`src/design/rfps_pkg.sv`:
```
// Package for the range frame parser and smoother.
// Holds widths, reset values, codes and the types shared between the design files.
// No dependencies.
package rfps_pkg;

	// Defaults for the top-level parameters
	localparam int PAYLOAD_BYTES_DEF = 4;
	localparam int FRACTION_BITS_DEF = 8;

	// Frame header and byte framing
	localparam logic [23:0] HDR_PATTERN = 24'hB46904;
	localparam int          COUNT_W     = 3;

	// Configuration port
	localparam int          CFG_IDX_W         = 4;
	localparam int          CFG_DATA_W        = 24;
	localparam logic [CFG_IDX_W-1:0] REG_OUTLIER_LIMIT    = CFG_IDX_W'(0);
	localparam logic [CFG_IDX_W-1:0] REG_SMOOTHING_WEIGHT = CFG_IDX_W'(1);

	localparam int          LIMIT_W           = 24;
	localparam int          WEIGHT_W          = 9;
	localparam logic [LIMIT_W-1:0]  LIMIT_RESET  = 24'd1000;
	localparam logic [WEIGHT_W-1:0] WEIGHT_RESET = 9'd179;
	localparam logic [WEIGHT_W-1:0] WEIGHT_FULL  = 9'd256;

	// Q8 rounding term
	localparam int          Q8_SHIFT = 8;
	localparam int          Q8_HALF  = 128;

	// Result queue depth
	localparam int          QUEUE_DEPTH = 2;
	localparam int          QCOUNT_W    = 2;

	typedef struct packed {
		logic               valid;
		logic signed [31:0] distance;
	} frame_t;

	typedef struct packed {
		logic signed [31:0] distance_mm;
		logic [7:0]         distance_fraction;
		logic               outlier_dropped;
		logic               was_first_frame;
	} result_t;

	typedef struct packed {
		logic s2;
		logic s3;
		logic s4;
	} filt_status_t;

endpackage

```
`src/design/rfps_if.sv`:
```
// Handshake channels of the range frame parser and smoother.
// Byte input, result output and configuration write. Uses rfps_pkg.

interface rfps_byte_if
	import rfps_pkg::*;
	();
	logic       valid;
	logic       ready;
	logic [7:0] rx_byte;

	modport source (output valid, output rx_byte, input ready);
	modport sink   (input valid, input rx_byte, output ready);
endinterface

interface rfps_result_if
	import rfps_pkg::*;
	();
	logic               valid;
	logic               ready;
	logic signed [31:0] distance_mm;
	logic [7:0]         distance_fraction;
	logic               outlier_dropped;
	logic               was_first_frame;

	modport source (output valid, output distance_mm, output distance_fraction,
		output outlier_dropped, output was_first_frame, input ready);
	modport sink   (input valid, input distance_mm, input distance_fraction,
		input outlier_dropped, input was_first_frame, output ready);
endinterface

interface rfps_cfg_if
	import rfps_pkg::*;
	();
	logic                  valid;
	logic                  ready;
	logic [CFG_IDX_W-1:0]  index;
	logic [CFG_DATA_W-1:0] data;

	modport source (output valid, output index, output data, input ready);
	modport sink   (input valid, input index, input data, output ready);
endinterface

```
`src/design/rfps_parser.sv`:
```
// Header hunt and payload gather for the range frame parser.
// Emits one registered frame per completed payload. Uses rfps_pkg.
module rfps_parser
	import rfps_pkg::*;
#(
	parameter int PAYLOAD_BYTES = PAYLOAD_BYTES_DEF
) (
	input  logic       clk,
	input  logic       arst_n,
	input  logic       byte_acc,
	input  logic [7:0] rx_byte,
	output frame_t     frame_s1
);

	logic [23:0]        header_window_q;
	logic               in_payload_q;
	logic [COUNT_W-1:0] payload_count_q;
	logic [31:0]        raw_acc_q;

	logic [23:0]        window_next;
	logic [31:0]        acc_next;
	logic [COUNT_W-1:0] count_next;
	logic               frame_done;

	assign window_next = {header_window_q[15:0], rx_byte};
	assign acc_next    = {raw_acc_q[23:0], rx_byte};
	assign count_next  = payload_count_q + COUNT_W'(1);
	assign frame_done  = byte_acc && in_payload_q && (count_next == COUNT_W'(PAYLOAD_BYTES));

	always_ff @(posedge clk or negedge arst_n) begin
		if (!arst_n) begin
			header_window_q   <= '0;
			in_payload_q      <= 1'b0;
			payload_count_q   <= '0;
			raw_acc_q         <= '0;
			frame_s1.valid    <= 1'b0;
			frame_s1.distance <= '0;
		end else begin
			frame_s1.valid <= frame_done;
			if (byte_acc) begin
				if (!in_payload_q) begin
					header_window_q <= window_next;
					if (window_next == HDR_PATTERN) begin
						in_payload_q    <= 1'b1;
						payload_count_q <= '0;
						raw_acc_q       <= '0;
					end
				end else if (frame_done) begin
					// frame complete: resume hunting from a clean window
					in_payload_q      <= 1'b0;
					payload_count_q   <= '0;
					header_window_q   <= '0;
					raw_acc_q         <= acc_next;
					frame_s1.distance <= $signed(acc_next);
				end else begin
					payload_count_q <= count_next;
					raw_acc_q       <= acc_next;
				end
			end
		end
	end

	a_frame_ends_payload: assert property (@(posedge clk) disable iff (!arst_n)
		frame_s1.valid |-> !in_payload_q && header_window_q == 24'd0)
		else $error("parser still in payload after a completed frame");

endmodule

```
`src/design/rfps_filter.sv`:
```
// Outlier replacement and exponential smoothing of parsed distances.
// Three pipeline stages after the parser register. Uses rfps_pkg.
module rfps_filter
	import rfps_pkg::*;
#(
	parameter int FRACTION_BITS = FRACTION_BITS_DEF
) (
	input  logic                clk,
	input  logic                arst_n,
	input  frame_t              frame_s1,
	input  logic [LIMIT_W-1:0]  outlier_limit,
	input  logic [WEIGHT_W-1:0] smoothing_weight,
	output logic                res_valid,
	output result_t             res,
	output filt_status_t        status
);

	localparam int SW   = 32 + FRACTION_BITS;
	localparam int PW   = SW + 10;
	localparam int SUMW = SW + 11;
	localparam int DW   = 34;

	// stage 2: outlier decision
	logic               v_s2, first_s2, dropped_s2;
	logic signed [31:0] x_s2;
	logic signed [31:0] last_accepted_q;
	logic               awaiting_first_q;

	// stage 3: products
	logic               v_s3, first_s3, dropped_s3;
	logic signed [31:0] x_s3;
	logic signed [PW-1:0] p_new_s3, p_old_s3;

	// stage 4: smoothed value and flags
	logic               v_s4, first_s4, dropped_s4;
	logic signed [SW-1:0] smoothed_q;

	logic signed [DW-1:0]  diff;
	logic signed [DW-1:0]  lim_ext;
	logic                  is_outlier;
	logic [WEIGHT_W-1:0]   w_sat;
	logic [WEIGHT_W-1:0]   w_rest;
	logic signed [SW-1:0]  x_scaled_s2;
	logic signed [SUMW-1:0] sum;
	logic signed [SUMW-1:0] sum_sh;
	logic signed [SW-1:0]  s_next;
	logic signed [SW-1:0]  s_int;
	logic                  round_up;
	logic [FRACTION_BITS-1:0] frac;
	logic [FRACTION_BITS+7:0] frac_ext;

	assign diff       = DW'(frame_s1.distance) - DW'(last_accepted_q);
	assign lim_ext    = $signed({{(DW-LIMIT_W){1'b0}}, outlier_limit});
	assign is_outlier = (diff > lim_ext) || (-diff > lim_ext);

	assign w_sat  = (smoothing_weight > WEIGHT_FULL) ? WEIGHT_FULL : smoothing_weight;
	assign w_rest = WEIGHT_FULL - w_sat;
	assign x_scaled_s2 = SW'(x_s2) <<< FRACTION_BITS;

	always_ff @(posedge clk or negedge arst_n) begin
		if (!arst_n) begin
			v_s2             <= 1'b0;
			v_s3             <= 1'b0;
			v_s4             <= 1'b0;
			last_accepted_q  <= '0;
			awaiting_first_q <= 1'b1;
			smoothed_q       <= '0;
		end else begin
			v_s2 <= frame_s1.valid;
			v_s3 <= v_s2;
			v_s4 <= v_s3;
			if (frame_s1.valid) begin
				if (awaiting_first_q) begin
					awaiting_first_q <= 1'b0;
					last_accepted_q  <= frame_s1.distance;
				end else if (!is_outlier) begin
					last_accepted_q  <= frame_s1.distance;
				end
			end
			if (v_s3) begin
				smoothed_q <= s_next;
			end
		end
	end

	always_ff @(posedge clk) begin
		if (frame_s1.valid) begin
			first_s2   <= awaiting_first_q;
			dropped_s2 <= !awaiting_first_q && is_outlier;
			// replace an outlier by the last accepted distance
			x_s2       <= (!awaiting_first_q && is_outlier) ? last_accepted_q
				: frame_s1.distance;
		end
		if (v_s2) begin
			first_s3   <= first_s2;
			dropped_s3 <= dropped_s2;
			x_s3       <= x_s2;
			p_new_s3   <= PW'($signed({1'b0, w_sat})) * PW'(x_scaled_s2);
			p_old_s3   <= PW'($signed({1'b0, w_rest})) * PW'(smoothed_q);
		end
		if (v_s3) begin
			first_s4   <= first_s3;
			dropped_s4 <= dropped_s3;
		end
	end

	// round to nearest, halves up, then floor by the arithmetic shift
	assign sum    = SUMW'(p_new_s3) + SUMW'(p_old_s3) + SUMW'(Q8_HALF);
	assign sum_sh = sum >>> Q8_SHIFT;
	assign s_next = first_s3 ? (SW'(x_s3) <<< FRACTION_BITS) : SW'(sum_sh);

	// integer part truncates toward zero, fraction is taken from the magnitude
	assign s_int    = smoothed_q >>> FRACTION_BITS;
	assign round_up = smoothed_q[SW-1] && (smoothed_q[FRACTION_BITS-1:0] != '0);
	assign frac     = smoothed_q[SW-1] ? (FRACTION_BITS'(0) - smoothed_q[FRACTION_BITS-1:0])
		: smoothed_q[FRACTION_BITS-1:0];
	assign frac_ext = {frac, 8'h00};

	assign res_valid             = v_s4;
	assign res.distance_mm       = s_int[31:0] + 32'(round_up);
	assign res.distance_fraction = frac_ext[FRACTION_BITS+7 -: 8];
	assign res.outlier_dropped   = dropped_s4;
	assign res.was_first_frame   = first_s4;

	assign status.s2 = v_s2;
	assign status.s3 = v_s3;
	assign status.s4 = v_s4;

	a_one_frame_in_flight: assert property (@(posedge clk) disable iff (!arst_n)
		$onehot0({frame_s1.valid, v_s2, v_s3, v_s4}))
		else $error("two frames in the filter pipeline at once");

endmodule

```
`src/design/rfps_result_queue.sv`:
```
// Two-entry result queue between the filter and the output channel.
// Uses rfps_pkg for the result type.
module rfps_result_queue
	import rfps_pkg::*;
(
	input  logic                clk,
	input  logic                arst_n,
	input  logic                push,
	input  result_t             push_data,
	input  logic                pop,
	output logic                not_empty,
	output result_t             head,
	output logic [QCOUNT_W-1:0] count
);

	result_t             entries_q [QUEUE_DEPTH];
	logic                wr_ptr_q, rd_ptr_q;
	logic [QCOUNT_W-1:0] count_q;
	logic                do_pop;

	assign do_pop    = pop && (count_q != '0);
	assign not_empty = (count_q != '0);
	assign head      = entries_q[rd_ptr_q];
	assign count     = count_q;

	always_ff @(posedge clk or negedge arst_n) begin
		if (!arst_n) begin
			wr_ptr_q <= 1'b0;
			rd_ptr_q <= 1'b0;
			count_q  <= '0;
		end else begin
			if (push) begin
				wr_ptr_q <= !wr_ptr_q;
			end
			if (do_pop) begin
				rd_ptr_q <= !rd_ptr_q;
			end
			count_q <= count_q + QCOUNT_W'(push) - QCOUNT_W'(do_pop);
		end
	end

	always_ff @(posedge clk) begin
		if (push) begin
			entries_q[wr_ptr_q] <= push_data;
		end
	end

	a_no_push_when_full: assert property (@(posedge clk) disable iff (!arst_n)
		push |-> (count_q != QCOUNT_W'(QUEUE_DEPTH)) || pop)
		else $error("result pushed into a full queue");

	a_count_bounded: assert property (@(posedge clk) disable iff (!arst_n)
		count_q <= QCOUNT_W'(QUEUE_DEPTH))
		else $error("result queue count out of range");

endmodule

```
`src/design/range_frame_parse_and_smooth.sv`:
```
// Range frame parser and smoother: one received byte per cycle in while the
// byte input is not stalled, one smoothed distance out per completed frame.
// The byte input stalls only when the two-entry result queue, together with a
// frame still in the parser register or the filter, would be full. A frame's
// result reaches the result queue through the parser register, outlier stage,
// multiplier stage and smoothing register, and is shown from the queue in the
// next cycle. Frames are at least seven bytes apart, so the filter state is
// always settled before the next frame reaches it.
// Depends on rfps_pkg, rfps_if and the rfps_* submodules.
module range_frame_parse_and_smooth
	import rfps_pkg::*;
#(
	parameter int PAYLOAD_BYTES = PAYLOAD_BYTES_DEF,
	parameter int FRACTION_BITS = FRACTION_BITS_DEF
) (
	input  logic          clk,
	input  logic          arst_n,
	rfps_byte_if.sink     rx,
	rfps_result_if.source res,
	rfps_cfg_if.sink      cfg
);

	logic [LIMIT_W-1:0]  outlier_limit_q;
	logic [WEIGHT_W-1:0] smoothing_weight_q;

	frame_t              frame_s1;
	filt_status_t        filt_status;
	logic                res_valid;
	result_t             filt_res;
	result_t             head;
	logic [QCOUNT_W-1:0] q_count;
	logic [2:0]          pending;
	logic                byte_acc;

	// results that may still land in the queue
	assign pending  = 3'(q_count) + 3'(frame_s1.valid) + 3'(filt_status.s2)
		+ 3'(filt_status.s3) + 3'(filt_status.s4);
	assign rx.ready = (pending < 3'(QUEUE_DEPTH));
	assign byte_acc = rx.valid && rx.ready;

	assign cfg.ready = 1'b1;

	always_ff @(posedge clk or negedge arst_n) begin
		if (!arst_n) begin
			outlier_limit_q    <= LIMIT_RESET;
			smoothing_weight_q <= WEIGHT_RESET;
		end else if (cfg.valid) begin
			case (cfg.index)
				REG_OUTLIER_LIMIT:    outlier_limit_q    <= cfg.data[LIMIT_W-1:0];
				REG_SMOOTHING_WEIGHT: smoothing_weight_q <= cfg.data[WEIGHT_W-1:0];
				default: ;
			endcase
		end
	end

	rfps_parser #(
		.PAYLOAD_BYTES(PAYLOAD_BYTES)
	) u_parser (
		.clk      (clk),
		.arst_n   (arst_n),
		.byte_acc (byte_acc),
		.rx_byte  (rx.rx_byte),
		.frame_s1 (frame_s1)
	);

	rfps_filter #(
		.FRACTION_BITS(FRACTION_BITS)
	) u_filter (
		.clk              (clk),
		.arst_n           (arst_n),
		.frame_s1         (frame_s1),
		.outlier_limit    (outlier_limit_q),
		.smoothing_weight (smoothing_weight_q),
		.res_valid        (res_valid),
		.res              (filt_res),
		.status           (filt_status)
	);

	rfps_result_queue u_queue (
		.clk       (clk),
		.arst_n    (arst_n),
		.push      (res_valid),
		.push_data (filt_res),
		.pop       (res.ready),
		.not_empty (res.valid),
		.head      (head),
		.count     (q_count)
	);

	assign res.distance_mm       = head.distance_mm;
	assign res.distance_fraction = head.distance_fraction;
	assign res.outlier_dropped   = head.outlier_dropped;
	assign res.was_first_frame   = head.was_first_frame;

endmodule
```
`src/flat_wrapper.sv`:
```
// flat-port wrapper written by rule: the top's interface ports become plain ports
module range_frame_parse_and_smooth_flat import rfps_pkg::*;
#(
	parameter int PAYLOAD_BYTES = PAYLOAD_BYTES_DEF,
	parameter int FRACTION_BITS = FRACTION_BITS_DEF
)
  (clk, arst_n, rx_valid, rx_rx_byte, rx_ready, res_valid, res_distance_mm, res_distance_fraction, res_outlier_dropped, res_was_first_frame, res_ready, cfg_valid, cfg_index, cfg_data, cfg_ready);
  rfps_byte_if rx_i ();
  rfps_result_if res_i ();
  rfps_cfg_if cfg_i ();
  input  logic clk;
  input  logic arst_n;
  input wire logic [$bits(rx_i.valid)-1:0] rx_valid;
  input wire logic [$bits(rx_i.rx_byte)-1:0] rx_rx_byte;
  output wire logic [$bits(rx_i.ready)-1:0] rx_ready;
  output wire logic [$bits(res_i.valid)-1:0] res_valid;
  output wire logic [$bits(res_i.distance_mm)-1:0] res_distance_mm;
  output wire logic [$bits(res_i.distance_fraction)-1:0] res_distance_fraction;
  output wire logic [$bits(res_i.outlier_dropped)-1:0] res_outlier_dropped;
  output wire logic [$bits(res_i.was_first_frame)-1:0] res_was_first_frame;
  input wire logic [$bits(res_i.ready)-1:0] res_ready;
  input wire logic [$bits(cfg_i.valid)-1:0] cfg_valid;
  input wire logic [$bits(cfg_i.index)-1:0] cfg_index;
  input wire logic [$bits(cfg_i.data)-1:0] cfg_data;
  output wire logic [$bits(cfg_i.ready)-1:0] cfg_ready;
  assign rx_i.valid = rx_valid;
  assign rx_i.rx_byte = rx_rx_byte;
  assign rx_ready = rx_i.ready;
  assign res_valid = res_i.valid;
  assign res_distance_mm = res_i.distance_mm;
  assign res_distance_fraction = res_i.distance_fraction;
  assign res_outlier_dropped = res_i.outlier_dropped;
  assign res_was_first_frame = res_i.was_first_frame;
  assign res_i.ready = res_ready;
  assign cfg_i.valid = cfg_valid;
  assign cfg_i.index = cfg_index;
  assign cfg_i.data = cfg_data;
  assign cfg_ready = cfg_i.ready;
  range_frame_parse_and_smooth #(.PAYLOAD_BYTES(PAYLOAD_BYTES), .FRACTION_BITS(FRACTION_BITS)) u_core (.clk(clk), .arst_n(arst_n), .rx(rx_i), .res(res_i), .cfg(cfg_i));
endmodule
```
`config.mk`:
```
export PLATFORM = sky130hd
export DESIGN_NAME = range_frame_parse_and_smooth_flat
export DESIGN_NICKNAME = d
export VERILOG_FILES = /design/src/design/rfps_pkg.sv /design/src/design/rfps_if.sv /design/src/design/rfps_parser.sv /design/src/design/rfps_filter.sv /design/src/design/rfps_result_queue.sv /design/src/design/range_frame_parse_and_smooth.sv /design/src/flat_wrapper.sv
export SDC_FILE = /design/constraint.sdc
export NUM_CORES = 2
export LEC_CHECK = 0
export ABC_CLOCK_PERIOD_IN_PS = 25200
export BUFFER_PORTS_ARGS = -buffer_cell sky130_fd_sc_hd__buf_4
export CORE_MARGIN = 1.5
export CORE_UTILIZATION = 45
export CTS_BUF_LIST = sky130_fd_sc_hd__clkbuf_2 sky130_fd_sc_hd__clkbuf_4 sky130_fd_sc_hd__clkbuf_8
export DETAILED_ROUTE_END_ITERATION = 10
export PLACE_DENSITY = 0.61
export SYNTH_ARGS = -nofsm -noshare
export SYNTH_HDL_FRONTEND = slang
export SYNTH_HIERARCHICAL = 1
export SYNTH_SLANG_ARGS = --single-unit
```
`constraint.sdc`:
```
create_clock -name clk -period 25.2 [get_ports clk]
set_clock_uncertainty 0.15 [all_clocks]
set_input_delay 2.52 -clock clk [delete_from_list [all_inputs] [get_ports clk]]
set_output_delay 2.52 -clock clk [all_outputs]
set_load 0.03 [all_outputs]
```
# [Word-level counts from Yosys, hierarchy flattened]
# Memory sizes are Yosys's and may differ from the RTL's.
# Cells that the tools add are included.
[totals] output_inout_bits=45 ff_bits=348 mem_bits_rw=84 inputBits=41 elab_cells=91 memories=1
[op_classes] mux=18 reduce_logical=20 n_addsub=14 multipliers=2 eq_ne=5 magnitude_cmp=4
[mem_list] name="u_core.u_queue.entries_q" words=2 word_bits=42 rd=1 rd_clocked_by_memory_dff=0 wr=1 line="rfps_result_queue.sv:16" text="result_t entries_q [QUEUE_DEPTH];"
[ops] cell="32-bit two-way mux" n=3
[ops] cell="34-bit by 25-bit > comparator with 1-bit output" n=2
[ops] cell="48-bit adder" n=1
[ops] cell="48-bit by 9-bit adder with 48-bit output (second input constant)" n=1
[ops] cell="10-bit by 40-bit multiplier with 48-bit output" n=1
[ops] cell="24-bit two-way mux" n=2
[ops] cell="10-bit by 32-bit multiplier with 40-bit output" n=1
[ops] cell="40-bit two-way mux" n=1
[ops] cell="34-bit negation" n=1
[ops] cell="32-bit by 32-bit subtractor with 33-bit output" n=1
[ops] cell="32-bit by 1-bit adder with 32-bit output" n=1
[ops] cell="16-bit two-way mux" n=2
[ops] cell="24-bit equality test (second input constant)" n=1
[ops] cell="2-bit AND reduction" n=5
[ops] cell="3-bit by 1-bit adder with 3-bit output" n=3
[ops] cell="9-bit > comparator (second input constant)" n=1
[ops] cell="3-bit two-way mux" n=3
[ops] cell="9-bit two-way mux" n=1
[ops] cell="9-bit subtractor (first input constant)" n=1
[ops] cell="8-bit two-way mux" n=1
[ops] cell="8-bit nonzero test" n=1
[ops] cell="1-bit by 8-bit subtractor with 8-bit output (first input constant)" n=1
[ops] cell="1-bit logical AND" n=6
[ops] cell="1-bit two-way mux" n=5
[ops] cell="14 further kinds" n=17

# [Longest topological paths before layout]
[depth] ltp_word=10 ltp_mapped=34 depth_no_buf=30

# [By module]
# Netlist, hierarchy kept.
[modules_own_cells] mod="rfps_filter" seq_area_each_um2=6437.4 cells_per_inst=3759 area_each_um2=35257.6 n_inst=1
[modules_own_cells] mod="rfps_result_queue" seq_area_each_um2=2622.5 cells_per_inst=147 area_each_um2=3427.0 n_inst=1
[modules_own_cells] mod="rfps_parser" seq_area_each_um2=1926.8 cells_per_inst=241 area_each_um2=3006.6 n_inst=1
[modules_own_cells] mod="range_frame_parse_and_smooth" seq_area_each_um2=839.6 cells_per_inst=82 area_each_um2=1403.8 n_inst=1

# [Worst setup path before layout]
# OpenSTA, ideal clock, no wires.
[synth_timing] path_kind="reg-to-reg" startpoint="reg u_core.smoothing_weight_q[8]" endpoint="reg u_core.u_filter.p_old_s3[47] (data pin)" setup_time_ps=260 arrival_ps=7819 n_path_buf=5 setup_slack_ps=16971 path_stages_with_launch=34 t_required_ps=24790 period_less_slack_ps=8229 path_cell_list="dfrtp_1 -> clkbuf_1 -> nor2b_1 -> clkbuf_1 -> clkbuf_1 -> inv_1 -> ha_1 -> nand2_1 -> nor4_1 -> a21oi_1 -> clkbuf_1 -> clkbuf_1 -> nor2_1 -> ha_1 -> fa_1 -> fa_1 -> fa_1 -> inv_1 -> fa_1 -> inv_1 -> ha_1 -> a21o_1 -> a211oi_1 -> o22ai_1 -> a2111oi_0 -> a2111o_1 -> a21oi_1 -> nor3_1 -> o211ai_1 -> o2111ai_1 -> nand3_1 -> o41a_1 -> a21oi_1 -> xnor2_1"
[synth_via] elab_chain_len=4
[synth_lines] item="start: declaration" line="range_frame_parse_and_smooth.sv:24" text="logic [WEIGHT_W-1:0] smoothing_weight_q;"
[synth_lines] item="start signal: assignment" line="range_frame_parse_and_smooth.sv:50" text="REG_SMOOTHING_WEIGHT: smoothing_weight_q <= cfg.data[WEIGHT_W-1:0];"
[synth_lines] item="9-bit > comparator" line="rfps_filter.sv:56" text="assign w_sat = (smoothing_weight > WEIGHT_FULL) ? WEIGHT_FULL : smoothing_weight;"
[synth_lines] item="9-bit two-way mux (*)" line="rfps_filter.sv:56"
[synth_lines] item="9-bit subtractor (*)" line="rfps_filter.sv:57" text="assign w_rest = WEIGHT_FULL - w_sat;"
[synth_lines] item="10-bit by 40-bit multiplier with 48-bit output (*)" line="rfps_filter.sv:99" text="p_old_s3 <= PW'($signed({1'b0, w_rest})) * PW'(smoothed_q);"
[synth_lines] item="end signal: assignment" line="rfps_filter.sv:99"
[synth_lines] item="end: declaration" line="rfps_filter.sv:32" text="logic signed [PW-1:0] p_new_s3, p_old_s3;"
# Every way passes the cells marked *; elsewhere a longest branch is shown, timed or not.
# A chain may end at the register's enable or synchronous reset.

# [Worst setup path in the final report]
# Ends and elaborated chain as after synthesis.

==> summary.md <==
| Metric | Value |
|---|---|
| Boundary pin count | 86 |
| Syn Std Cell Area | 43,100 µm² |
| CTS root buffer | clkbuf_8 |
| Vias per cell | a little over 5 |
| Synthesis-to-finish area growth | 7.900% |
| Sequential cell area | between 10,000 and 15,000 µm² |
| Final WL | slightly below 100,000 µm |
| Setup tns final | 0 ps |
| Status | finished, final reports clean |
| Avg Synthesized Cell Area | around 10 µm² |
| Top_reg_cell synth | edfxtp_1 |
| Multi-input gate area | 28,070 µm² |
| Synth Register Bits | roughly 430 |
| Clock-pin slew on the worst setup and hold paths | 60 ps |
| Worst path most repeated cell | fa_1 |
| CTS Sinks | about 430 |
| Fillers | a little under 9,000 |
| CP endpoint kind | register |
| Post-CTS Setup Bufs | 0 |
| Die H | approximately 310 µm |
| Synthesized Nets | between 5,000 and 6,000 |
| Crit path time final | just over 9000 ps |
| FFs w/ async S/R, synth | roughly 45% |
| Synth Instances | around 4,200 |
| Largest net degree at the start of global routing | 77 |
| CP max-delay cell | xor2_4 |
| Total track usage | about a fifth |
| Total gr overflow | 0 |
| GPL Wtd Cong | just under 0.9 |
| Final #Nets | 5,095 |
| First DRT Iteration DRCs | 1,585 |
| Num CTS Buffers | 78 |
| RSZ-0062 raised after global routing | no |
| Worst skew pair latency | 720 ps |
| Crit-path max FO | 40 |
| CTS Buffer Depth | 3 |
| HPWL after DPL | 72,790 µm |
| Die area | a little under 100,000 µm² |
| Layout cells sized above 1 | between 10 and 15% |
| Slowest Stage Delay on Critical Path | approximately 960 ps |
| Placement Rows | between 100 and 150 |
| Measured slew at the worst slew-check pin | 1154 ps |
| Largest delay contributor family on the critical path | adder cells |
| WL per Instance | between 15 and 20 µm |
| Remaining DRCs | 0 |
| # port buffers | 84 |
| Sequential cell area fraction in the yosys report | approximately 27% |
| Core Footprint | 95,010 µm² |
| Hold slack | about 300 ps |
| Post-CTS Resized | 0 |
| Initial antenna violation count | 3 |
| Rel. slew slack | ~23% |
| Crit path buffers/inverters | 5 |
| CTS tree | done |
| Yosys cell types | a little under 90 |
| H-tree depth | 3 |
| Hold WC Path Type | reg -> reg |
| Antenna-violating nets left | 0 |
| Req. time, crit path | 25,490 ps |
| First-pass GRT wire length | 162,100 µm |
| Fmax | around 0.11 GHz |
| Die X | 312.5 µm |
| Hold_buf cts | 0 |
| Critical path launch point type | register |
| Crit path kind | reg -> reg |
| Vias in the first global route | about 30,000 |
| MaxCap Viol Count | 0 |
| Syn. warnings | 6 |
| Max-slew violations | 0 |
| Setup violators final | 0 |
| Final Hold Fails | 0 |
| Vias | roughly 29,000 |
| Initial Utilization | between 40% and 50% |
| Crit share post-route | approximately 37% |
| CP arrival | ~9600 ps |
| Post-synth EDFFs | 235 |
| TritonRoute pass-1 iters | 5 |
worst reg2reg max path, delay by kind of cell, from the launching register on:
family | cells | cell delay [ps]
AO/OA/AOI/OAI | 7 | 1590
buffers and inverters | 5 | 1030
XOR/XNOR | 2 | 1050
AND/OR/NAND/NOR | 8 | 1670
flip-flops | 1 | 510
adder cells (fa/ha/maj) | 7 | 3130
cell usage in the layout, fill, tap and decap left out, drive strengths merged, types with 111 or more instances in the layout:
| cell | netlist | final |
|---|---|---|
| edfxtp | 235 | 235 |
| and2 | 287 | 287 |
| buf | 63 | 111 |
| ha | 310 | 310 |
| mux2 | 173 | 173 |
| inv | 645 | 650 |
| nand2 | 473 | 473 |
| dfrtp | 178 | 178 |
| fa | 513 | 513 |
| a21oi | 158 | 158 |
| nor2 | 144 | 144 |
| xnor2 | 143 | 143 |
path summary, 6_finish.rpt:
kind,slack (ps),end,startpoint,depth (start not counted)
hold reg to reg,300,u_core/u_queue/entries_q[1][1],u_core/u_filter/dropped_s4,0
min in group asynchronous,1640,u_core/u_queue/rd_ptr_q,arst_n,1
max in group asynchronous,21030,u_core/smoothing_weight_q[2],arst_n,3
setup / recovery,15860,u_core/u_filter/p_old_s3[47],u_core/smoothing_weight_q[8],29
hold / removal,300,u_core/u_queue/entries_q[1][1],u_core/u_filter/dropped_s4,0
setup reg to reg,15860,u_core/u_filter/p_old_s3[47],u_core/smoothing_weight_q[8],29
flip-flops by register name (all words and copies together), names as in the netlist, 32 cells and up:
name                             count
u_core/u_filter/last_accepted_q     32
u_core/u_filter/p_new_s3            40
u_core/u_filter/p_old_s3            41
u_core/u_filter/smoothed_q          40
u_core/u_filter/x_s2                32
u_core/u_filter/x_s3                32
u_core/u_parser/frame_s1            33
u_core/u_queue/entries_q            84
routing by layer:
| metal | share of wire, % | GRT usage [%] |
|---|---|---|
| met5 | 0.0072 | 0 |
| met4 | 2.6 | 5.914 |
| met1 | 47 | 29.39 |
| met3 | 4.2 | 2.774 |
| met2 | 46 | 33.26 |
cell families after synthesis:
group / after synthesis / synth area share, %
mux: 177 / 5.389
simple gates: 1244 / 14.60
xor+xnor: 200 / 4.082
buf+inv: 835 / 7.697
other cells: 1 / 0.008702
compound gates: 524 / 7.949
fa+ha+maj: 823 / 32.83
flops: 425 / 27.44
cell type report:
| cell class | instances | share of cell area [%] |
|---|---|---|
| Clock buffer | 108 | 2.941 |
| Timing Repair Buffer | 112 | 1.822 |
| Clock inverter | 34 | 0.7911 |
| Antenna cell | 2 | 0.01076 |
| Tap cell | 1265 | 3.404 |
| Sequential cell | 425 | 25.45 |
| Inverter | 645 | 5.207 |
| Multi-Input combinational cell | 2969 | 60.38 |
cells in the mapped netlist (all sizes together), types with 5 or more instances:
master	n	area share, %
a211oi	12	0.21
a21boi	7	0.12
a21o	72	1.3
a21oi	158	1.9
a22o	16	0.33
a31oi	20	0.29
and2	287	4.2
and3	32	0.46
and4	6	0.13
buf	63	0.97
clkbuf	127	1.1
dfrtp	178	10
dfstp	12	0.73
edfxtp	235	16
fa	513	24
ha	310	9.0
inv	645	5.6
mux2	173	5.3
nand2	473	4.1
nand2b	26	0.39
nand3	54	0.63
nand3b	6	0.10
nand4	30	0.44
nor2	144	1.3
nor2b	73	1.1
nor3	42	0.49
nor4	19	0.44
o2111ai	6	0.12
o211ai	9	0.16
o21a	34	0.59
o21ai	94	1.1
o21bai	12	0.21
o221ai	5	0.10
o22ai	15	0.22
o311ai	5	0.14
o31a	7	0.14
o31ai	15	0.30
or2	14	0.20
or3	15	0.22
or4	9	0.17
xnor2	143	2.9
xor2	57	1.2
through the flow:
stage	setup slack [ps]	instance area (µm²)	util (%)	std cells
floorplan	16970	43100	-	4229
global placement	15860	44760	47.11	5416
detailed placement	15880	44760	47.11	5416
CTS	15850	46490	48.94	5558
global route	15310	46500	48.94	5559
finish	15860	46500	48.94	5560
Power is left out: the tool's default activity adds up to more than one toggle a clock period on the data nets, which glitch-free logic cannot reach.
